**src/sv/ile_pkg.sv**
```systemverilog
// ----------------------------------------------------------------------------
// ile_pkg
// shared types and codes for the indexed list engine
// ----------------------------------------------------------------------------
package ile_pkg;

    // command codes
    localparam logic [1:0] CMD_GET = 2'd0;
    localparam logic [1:0] CMD_INS = 2'd1;
    localparam logic [1:0] CMD_DEL = 2'd2;

    // result status codes
    localparam logic [1:0] STAT_DONE  = 2'd0;
    localparam logic [1:0] STAT_RANGE = 2'd1;
    localparam logic [1:0] STAT_FULL  = 2'd2;

    // value returned by everything but a successful get
    localparam logic signed [31:0] NEG_ONE = -32'sd1;

    typedef enum logic [1:0] {
        ST_IDLE,
        ST_GET,
        ST_INS,
        ST_DEL
    } t_state;

endpackage

```
**src/sv/indexed_list_engine.sv**
```systemverilog
// ----------------------------------------------------------------------------
// indexed_list_engine
// ordered list of up to DEPTH signed 32-bit values with get, insert, delete
// ----------------------------------------------------------------------------
// A command beat is taken on a rising edge with start high and busy low. Every
// command gives exactly one result beat: o_result_valid is high for a single
// cycle and the receiver cannot stall it, so it must take the result then.
// The list lives in one synchronous single-write memory with a registered
// read. Commands run as follows:
//   - rejected commands (out of range, list full, unknown code): busy stays
//     low, so the next command may follow at once
//   - get: memory read, then result register
//   - insert and delete: a sweep over the entries behind the position
// Insert and delete move entries one memory word per cycle through the
// read port and write each back in the next cycle, so their cost follows
// the number of entries behind the position; the result waits until the
// last write-back has landed. A head insert into a full-minus-one list and
// a head delete from a full list are the slowest cases.
// No clearing pass is needed after reset: only entries below the count are
// ever read, and those have been written.
// ----------------------------------------------------------------------------
module indexed_list_engine #(
    parameter int DEPTH = 16
) (
    input  logic               i_clk,
    input  logic               i_rst_n,
    // command beat
    input  logic               start,
    output logic               busy,
    input  logic [1:0]         i_command,
    input  logic [4:0]         i_position,
    input  logic signed [31:0] i_value,
    // result beat
    output logic               o_result_valid,
    output logic signed [31:0] o_read_value,
    output logic [1:0]         o_status,
    output logic [4:0]         o_entry_count
);
    import ile_pkg::*;

    // memory address, count and a compare width that holds both count and position
    localparam int AW = (DEPTH > 1) ? $clog2(DEPTH) : 1;
    localparam int CW = $clog2(DEPTH + 1);
    localparam int XW = (CW > 5) ? CW : 5;

    // list storage
    logic signed [31:0] mem [DEPTH];
    logic signed [31:0] r_rdata;

    // control
    t_state             r_state, n_state;
    logic [CW-1:0]      r_count, n_count;
    logic [CW-1:0]      r_idx,   n_idx;      // sweep cursor (destination entry)
    logic [CW-1:0]      r_pos,   n_pos;
    logic signed [31:0] r_value, n_value;
    logic               r_wpend, n_wpend;    // read data due for write-back
    logic [AW-1:0]      r_waddr, n_waddr;

    // result register
    logic               r_out_valid, n_out_valid;
    logic signed [31:0] r_out_value, n_out_value;
    logic [1:0]         r_out_status, n_out_status;
    logic [4:0]         r_out_count, n_out_count;

    // memory port controls
    logic [AW-1:0]      w_raddr;
    logic               w_we;
    logic [AW-1:0]      w_waddr;
    logic signed [31:0] w_wdata;

    logic [XW-1:0]      w_pos_x;
    logic [XW-1:0]      w_cnt_x;
    logic [CW-1:0]      w_idx_dn;
    logic [CW-1:0]      w_idx_up;
    logic [CW-1:0]      w_cnt_inc;
    logic [CW-1:0]      w_cnt_dec;

    // entry count as reported: low five bits
    function automatic logic [4:0] cnt_out(input logic [CW-1:0] c);
        logic [XW-1:0] x;
        x = XW'(c);
        return x[4:0];
    endfunction

    assign w_pos_x   = XW'(i_position);
    assign w_cnt_x   = XW'(r_count);
    assign w_idx_dn  = r_idx - 1'b1;
    assign w_idx_up  = r_idx + 1'b1;
    assign w_cnt_inc = r_count + 1'b1;
    assign w_cnt_dec = r_count - 1'b1;

    assign busy           = (r_state != ST_IDLE);
    assign o_result_valid = r_out_valid;
    assign o_read_value   = r_out_value;
    assign o_status       = r_out_status;
    assign o_entry_count  = r_out_count;

    // memory: one write port, one registered read port
    always_ff @(posedge i_clk) begin
        if (w_we) begin
            mem[w_waddr] <= w_wdata;
        end
        r_rdata <= mem[w_raddr];
    end

    always_ff @(posedge i_clk) begin
        if (!i_rst_n) begin
            r_state     <= ST_IDLE;
            r_count     <= '0;
            r_wpend     <= 1'b0;
            r_out_valid <= 1'b0;
        end else begin
            r_state     <= n_state;
            r_count     <= n_count;
            r_wpend     <= n_wpend;
            r_out_valid <= n_out_valid;
        end
    end

    // payload and cursor registers
    always_ff @(posedge i_clk) begin
        r_idx        <= n_idx;
        r_pos        <= n_pos;
        r_value      <= n_value;
        r_waddr      <= n_waddr;
        r_out_value  <= n_out_value;
        r_out_status <= n_out_status;
        r_out_count  <= n_out_count;
    end

    always_comb begin
        n_state      = r_state;
        n_count      = r_count;
        n_idx        = r_idx;
        n_pos        = r_pos;
        n_value      = r_value;
        n_wpend      = 1'b0;
        n_waddr      = r_waddr;
        n_out_valid  = 1'b0;
        n_out_value  = r_out_value;
        n_out_status = r_out_status;
        n_out_count  = r_out_count;
        // the pending write-back owns the write port by default
        w_we         = r_wpend;
        w_waddr      = r_waddr;
        w_wdata      = r_rdata;
        w_raddr      = r_idx[AW-1:0];

        case (r_state)
            ST_IDLE: begin
                if (start) begin
                    // rejected commands report straight away
                    n_out_value  = NEG_ONE;
                    n_out_status = STAT_RANGE;
                    n_out_count  = cnt_out(r_count);
                    case (i_command)
                        CMD_GET: begin
                            if (w_pos_x < w_cnt_x) begin
                                w_raddr = w_pos_x[AW-1:0];
                                n_state = ST_GET;
                            end else begin
                                n_out_valid = 1'b1;
                            end
                        end
                        CMD_INS: begin
                            if (w_pos_x > w_cnt_x) begin
                                n_out_valid = 1'b1;
                            end else if (r_count == CW'(DEPTH)) begin
                                n_out_valid  = 1'b1;
                                n_out_status = STAT_FULL;
                            end else begin
                                // shift from the tail down to the position
                                n_idx   = r_count;
                                n_pos   = w_pos_x[CW-1:0];
                                n_value = i_value;
                                n_state = ST_INS;
                            end
                        end
                        CMD_DEL: begin
                            if (w_pos_x < w_cnt_x) begin
                                // pull entries down from the position to the tail
                                n_idx   = w_pos_x[CW-1:0];
                                n_state = ST_DEL;
                            end else begin
                                n_out_valid = 1'b1;
                            end
                        end
                        default: begin
                            n_out_valid = 1'b1;
                        end
                    endcase
                end
            end

            ST_GET: begin
                n_out_valid  = 1'b1;
                n_out_value  = r_rdata;
                n_out_status = STAT_DONE;
                n_out_count  = cnt_out(r_count);
                n_state      = ST_IDLE;
            end

            ST_INS: begin
                if (r_idx != r_pos) begin
                    w_raddr = w_idx_dn[AW-1:0];
                    n_wpend = 1'b1;
                    n_waddr = r_idx[AW-1:0];
                    n_idx   = w_idx_dn;
                end else if (!r_wpend) begin
                    w_we         = 1'b1;
                    w_waddr      = r_idx[AW-1:0];
                    w_wdata      = r_value;
                    n_count      = w_cnt_inc;
                    n_out_valid  = 1'b1;
                    n_out_value  = NEG_ONE;
                    n_out_status = STAT_DONE;
                    n_out_count  = cnt_out(w_cnt_inc);
                    n_state      = ST_IDLE;
                end
            end

            ST_DEL: begin
                if (w_idx_up < r_count) begin
                    w_raddr = w_idx_up[AW-1:0];
                    n_wpend = 1'b1;
                    n_waddr = r_idx[AW-1:0];
                    n_idx   = w_idx_up;
                end else if (!r_wpend) begin
                    n_count      = w_cnt_dec;
                    n_out_valid  = 1'b1;
                    n_out_value  = NEG_ONE;
                    n_out_status = STAT_DONE;
                    n_out_count  = cnt_out(w_cnt_dec);
                    n_state      = ST_IDLE;
                end
            end

            default: begin
                n_state = ST_IDLE;
            end
        endcase
    end

    // count never passes the list depth
    a_count_bound: assert property (@(posedge i_clk) disable iff (!i_rst_n)
        r_count <= CW'(DEPTH))
        else $error("entry count beyond depth");

    // a long command does not show a result on the cycle it goes busy
    a_no_result_on_start: assert property (@(posedge i_clk) disable iff (!i_rst_n)
        $rose(busy) |-> !o_result_valid)
        else $error("result strobe while entering a busy command");

    // a full report only when the list is really full
    a_full_status: assert property (@(posedge i_clk) disable iff (!i_rst_n)
        (o_result_valid && o_status == STAT_FULL) |-> (r_count == CW'(DEPTH)))
        else $error("full status on a list with room");

    // every rejected result returns minus one
    a_neg_one: assert property (@(posedge i_clk) disable iff (!i_rst_n)
        (o_result_valid && o_status != STAT_DONE) |-> (o_read_value == NEG_ONE))
        else $error("rejected command returned data");

    // no write-back is left over once the engine is idle
    a_wb_drained: assert property (@(posedge i_clk) disable iff (!i_rst_n)
        (r_state == ST_IDLE) |-> !r_wpend)
        else $error("write-back pending in idle");

endmodule
```
**config.mk**
```make
export PLATFORM = sky130hd
export DESIGN_NAME = indexed_list_engine
export DESIGN_NICKNAME = d
export VERILOG_FILES = /design/src/sv/ile_pkg.sv /design/src/sv/indexed_list_engine.sv
export SDC_FILE = /design/constraint.sdc
export NUM_CORES = 1
export LEC_CHECK = 0
export BUFFER_PORTS_ARGS = -buffer_cell sky130_fd_sc_hd__buf_2
export CAP_MARGIN = 20
export CORE_ASPECT_RATIO = 1.5
export CORE_MARGIN = 2
export CORE_UTILIZATION = 65
export CTS_BUF_LIST = sky130_fd_sc_hd__clkbuf_16
export CTS_CLUSTER_SIZE = 14
export DETAILED_ROUTE_END_ITERATION = 7
export PLACE_DENSITY = 0.83
export SLEW_MARGIN = 20
export SYNTH_ARGS = -nofsm -noshare
export SYNTH_HDL_FRONTEND = slang
export SYNTH_SLANG_ARGS = --single-unit
```
**constraint.sdc**
```tcl
create_clock -name i_clk -period 6.65 [get_ports i_clk]
set_clock_uncertainty 0.1 [all_clocks]
set_input_delay 0.3325 -clock i_clk [delete_from_list [all_inputs] [get_ports i_clk]]
set_output_delay 0.3325 -clock i_clk [all_outputs]
set_load 0.005 [all_outputs]
```
======== Word level (Yosys, flattened, before mapping) ========
Memory sizes are Yosys's and may differ from the RTL's. A register that Yosys moved wholly into a read port is not among the register bits.
Cells that the tools add are included.
storage, ports and cells
  RAM bits ................................ 512
  register bits after elaboration ......... 94
  input port bits ......................... 42
  memories ................................ 1
memories
  name  words  width  rd ports  clocked after memory_dff  write ports  RTL line                   source
  mem   16     32     1         1                         1            indexed_list_engine.sv:47  logic signed [31:0] mem [DEPTH];
operators by class
  $add $sub $neg .......................... 4
  bitwise gates (word level) .............. 2
  reduce and logical (&&, ||, !) cells .... 13
  mux-type cells .......................... 69
  order comparisons ....................... 3
  equality and inequality tests ........... 20
operators by type and width
  kind                   count
  $mux W32               7
  $pmux W32 S4           1
  $mux W5                11
  $mux W4                10
  $mux W2                15
  $pmux W5 S2            2
  $pmux W5 S4            1
  $pmux W2 S4            2
  $reduce_and A8 Y1      2
  $pmux W5 S3            1
  $reduce_and A5 Y1      3
  $ne A2 B2 Y1 const B   7
  $mux W1                13
  $ne A3 B3 Y1 const B   4
  $pmux W4 S3            1
  $add A5 B1 Y5 const B  2
  $lt A5 B5 Y1           2
  $sub A5 B1 Y5 const B  2
  $pmux W4 S2            1
  $eq A2 B2 Y1 const B   3
  $pmux W2 S3            1
  $reduce_and A3 Y1      2
  $eq A5 B5 Y1 const B   1
  $gt A5 B5 Y1           1
  11 further kinds       16

======== Depth between registers and ports, before layout ========
  depth after elaboration ................. 6
  mapped depth ............................ 15

======== Worst setup path after synthesis ========
No wires, ideal clock.
  path type ............................... reg2reg
  start ................................... register r_idx[0]
  end ..................................... memory mem[4][0], enable pin
  cell stages (with the launch flop) ...... 11
  slack ................................... 2.471 ns
  arrival time ............................ 3.657 ns
  data required time ...................... 6.129 ns
  path through ............................ edfxtp_1 -> buf_6 -> xor2_1 -> or4_1 -> buf_2 -> nor2_1 -> nand2_1 -> nor2_1 -> clkbuf_1 -> a31oi_1 -> nor2_1
between the ends
  word-level cells in the longest chain between the ends .. 5
  elaborated cells between the ends (all ways) .. 8
  those cells by class .................... eq/ne (1); mux (7)
RTL lines
  element                        RTL line                    source
  start, declared                indexed_list_engine.sv:53   logic [CW-1:0] r_idx, n_idx;
  start signal, assigned         indexed_list_engine.sv:122  r_idx <= n_idx;
  $ne A5 B5 Y1                   indexed_list_engine.sv:204  if (r_idx != r_pos) begin
  $mux W1                        indexed_list_engine.sv:204
  $mux W1                        indexed_list_engine.sv:149  case (r_state)
  $mux W1                        indexed_list_engine.sv:100  if (w_we) begin
  $mux W1 (not written as such)  indexed_list_engine.sv:101  mem[w_waddr] <= w_wdata;
  end, declared                  indexed_list_engine.sv:47
Parallel ways exist; a longest one is shown, timed or not.

======== Final worst setup path ========
  start ................................... register r_idx[1]
  end ..................................... register r_rdata[13] (read register of mem)
between the ends
  word-level cells in the longest chain between the ends .. 4
  elaborated cells between the ends (all ways) .. 10
  those cells by class .................... add/sub (2); order compare (1); eq/ne (1); mux (6)
RTL lines
  element                                          RTL line                                                source
  $add A5 B1 Y5 / $mux W4 (equally long branches)  indexed_list_engine.sv:88, indexed_list_engine.sv:158
  $lt A5 B5 Y1 / $mux W4 (equally long branches)   indexed_list_engine.sv:223, indexed_list_engine.sv:156
  $mux W4, on equally long branches                indexed_list_engine.sv:223, indexed_list_engine.sv:151
  $pmux W4 S3 (*)                                  indexed_list_engine.sv:149
  end, declared                                    indexed_list_engine.sv:48                               logic signed [31:0] r_rdata;
Every way passes the cells marked *; elsewhere a longest branch is shown, timed or not.
A chain may end at the register's enable or synchronous reset.

==> summary.md <==
| Metric | Value |
|---|---|
| CTS tree | `yes` |
| Switching Share | `27.7%` |
| # DRC | `0` |
| Die H | `246 um` |
| Placed inst area | `0.0264 mm^2` |
| Synth Area per Inst | `15.4 um^2` |
| Final setup fails | `0` |
| Fillers | `2228` |
| Overflow left after global routing | `0` |
| Final Hold Violating Endpoints | `0` |
| Placement Rows | `88` |
| Setup crit end kind | `flip-flop` |
| Floorplan Core Area | `0.0384 mm^2` |
| Clock H-tree levels | `2` |
| CP startpoint kind | `flip-flop` |
| Net switching power | `2.75 mW` |
| Synth top area share | `70.8%` |
| Final count of pins violating max slew | `0` |
| GP Congestion | `0.843` |
| Number of global-route vias before repair | `15394` |
| Pre-antenna DRT Iters | `6` |
| Vias after detailed routing | `15190` |
| Post-synth top flop | `edfxtp_1` |
| Synthesis warning total | `0` |
| Clk buf depth | `3` |
| Worst Max-Slew Pin Slew | `1.16 ns` |
| Achievable frequency | `191 MHz` |
| Slew margin rel. | `22.9%` |
| Gate Count Post-Synth | `1647` |
| Initial antenna violation count | `0` |
| Tcrit/Tclk final | `78.5%` |
| TritonCTS sink count | `638` |
| Layout cells sized above 1 | `15.5%` |
| Final antenna-violating net count | `0` |
| Width of the die | `165 um` |
| Seq pwr share | `51.8%` |
| Register area share after synthesis | `74.0%` |
| Synth Register Bits | `638` |
| Synth-to-layout area growth | `12.0%` |
| Fin area | `0.0284 mm^2` |
| VDD IR max | `0.254 mV` |
| WL per Instance | `26.0 um` |
| First-pass GRT wire length | `89900 um` |
| Number of synthesized flops with an enable pin | `597` |
| Most common cell after layout, fill and taps aside | `edfxtp_1` |
| Synth area leader | `edfxtp_1` |
| Worst hold path class | `in2reg` |
| DR iter-0 viols | `2034` |
| Required @ worst endpoint | `7.01 ns` |
| Input/output buffers | `82` |
| Fin nets | `1817` |
| Largest net degree at the start of global routing | `98` |
| Critical path class | `reg2reg` |
| WL final | `59700 um` |
| DP HPWL | `32200 um` |
| CTS Buf Count | `55` |
| Pwr dens | `350 mW/mm^2` |
| Max-Cap Viols | `0` |
| Most frequent cells in the layout | `597 x edfxtp_1, 226 x nand2_1, 100 x mux2i_1` |
| Status | `finished clean` |
| Synth unique cells | `66` |
| Power Total | `9.92 mW` |
| Cell Area, Synth | `0.0253 mm^2` |
| Pint | `7.17 mW` |
| Vias per Instance | `6.61` |
| Part of the power in the clock network | `29.5%` |
| Ports | `83` |
| Hold WS | `0.0757 ns` |
| Setup_tns | `0 ns` |
| Worst Path Arrival | `5.59 ns` |
| Worst-path maximum fanout | `97` |
| Root Driver | `clkbuf_16` |
| Ys async rst share | `0%` |
| Area of the die | `0.0406 mm^2` |
| Antenna cells | `0` |
| Latest clock arrival within the worst-skew pair | `0.60 ns` |
| GRT Overall Usage | `30.1%` |
| Post-route minimum period | `5.22 ns` |
| Clock-pin slew on the worst setup and hold paths | `0.06 ns` |
| Leakage | `9.54 nW` |
| Post-synth net total | `1707` |
| Total setup buffers inserted after CTS | `0` |
| Post-CTS resize count | `0` |
| Comb power frac | `18.8%` |
| Initial Util | `65.9%` |
| RSZ-0062 raised after global routing | `no` |
| Synth area leaders | `edfxtp_1 71%, mux2i_1 4.0%, nand2_1 3.3%` |
==> per-layer routing <==
layer / GRT usage (%) / part of all wire, % / vias up
li1: - / - / 6607
met1: 38.3 / 35 / 7408
met2: 50.9 / 51 / 951
met3: 4.05 / 8.8 / 224
met4: 15.0 / 5.0 / 0
met5: 0 / 0 / -
==> layout make-up <==
class                   count  area, um^2  share of cell area, %
clock buffers              56        1400                   4.94
clock inverters            46         238                  0.838
inverters                  20        75.1                  0.265
multi-input cells         888        6200                   21.8
flip-flops and latches    638       18700                   66.1
well taps                 495         619                   2.18
repair buffers            154        1090                   3.85
==> sequential cells by signal, summed over array words and instances, names as in the netlist <==
register / count
mem: 512
o_read_value: 32
r_rdata: 32
r_value: 32
o_entry_count: 5
r_count: 5
r_idx: 5
r_pos: 5
r_waddr: 4
o_status: 2
r_state: 2
o_result_valid: 1
r_wpend: 1
==> cell families after synthesis <==
family,synth area share (%)
AOI/OAI and AO/OA,8.35
xor gates and xnor gates,0.761
adders and majority gates,0.889
buffers and inverters,2.23
DFF,74.0
muxes,5.42
and+or+nand+nor,8.32
==> power by group through the flow <==
stage	Sequential (mW)	Clock [mW]	Combinational, mW
floorplan	5.16	0	1.27
global placement	5.21	0	1.72
detailed placement	5.22	0	1.81
CTS	5.13	2.95	1.84
global route	5.15	3.11	2.01
finish	5.14	2.92	1.86
==> worst max-delay path, stage by stage (launching register included) <==
cell      delay [ns]
edfxtp_1        0.68
inv_1           0.16
ha_1            0.45
ha_1            0.22
and3b_1         0.19
o211a_1         0.26
nor2_1          0.25
a211o_1         0.25
a32o_4          0.84
and3_1          0.65
buf_4           0.48
a32o_1          0.23
a311oi_1        0.06
and3_1          0.23
==> cell usage after synthesis (3+ instances only) <==
cell type,instances
nor4_1,4
dfxtp_1,41
buf_6,8
xnor2_1,14
mux2i_1,100
a21oi_1,16
a31oi_1,41
and2_1,30
mux2_2,33
nor2b_1,3
o21ai_0,11
nor2_1,44
o21a_1,4
ha_1,18
buf_4,7
or2_2,32
buf_1,4
a311oi_1,32
nand3_1,12
nand2_1,226
nor3b_1,3
a211oi_1,36
o211ai_1,33
and2_0,3
clkbuf_1,65
xor2_1,8
a32o_1,32
nor3_1,11
buf_2,16
and3_1,67
a32oi_1,34
inv_1,19
edfxtp_1,597
o211a_1,3
==> final timing paths <==
check                       from                        endpoint  slack (ns)  cells after the start
max reg2reg   r_idx[1]$_DFFE_PP_             r_rdata[13]$_DFF_P_        1.43                     13
min                      i_rst_n         r_state[1]$_SDFFE_PN0P_        0.08                      3
max           r_idx[1]$_DFFE_PP_             r_rdata[13]$_DFF_P_        1.43                     13
min reg2reg  r_rdata[31]$_DFF_P_  o_read_value[31]$_SDFFCE_PN1P_        0.41                      1
==> timing repair <==
action | 4_1_cts | 5_1_grt
setup endpoints to repair | 0 | 0
hold buffers | 37 | 0
hold endpoints to repair | 37 | 0
==> through the flow <==
| stage | utilization [%] | setup WS [ns] | cells |
|---|---|---|---|
| global placement | 68.6 | 1.72 | 2158 |
| floorplan | - | 2.47 | 1647 |
| finish | 73.8 | 1.43 | 2297 |
| global route | 73.8 | 1.15 | 2297 |
| CTS | 73.8 | 1.48 | 2297 |
| detailed placement | 68.6 | 1.52 | 2158 |
Note: power is estimated with default switching activity, not from simulation.
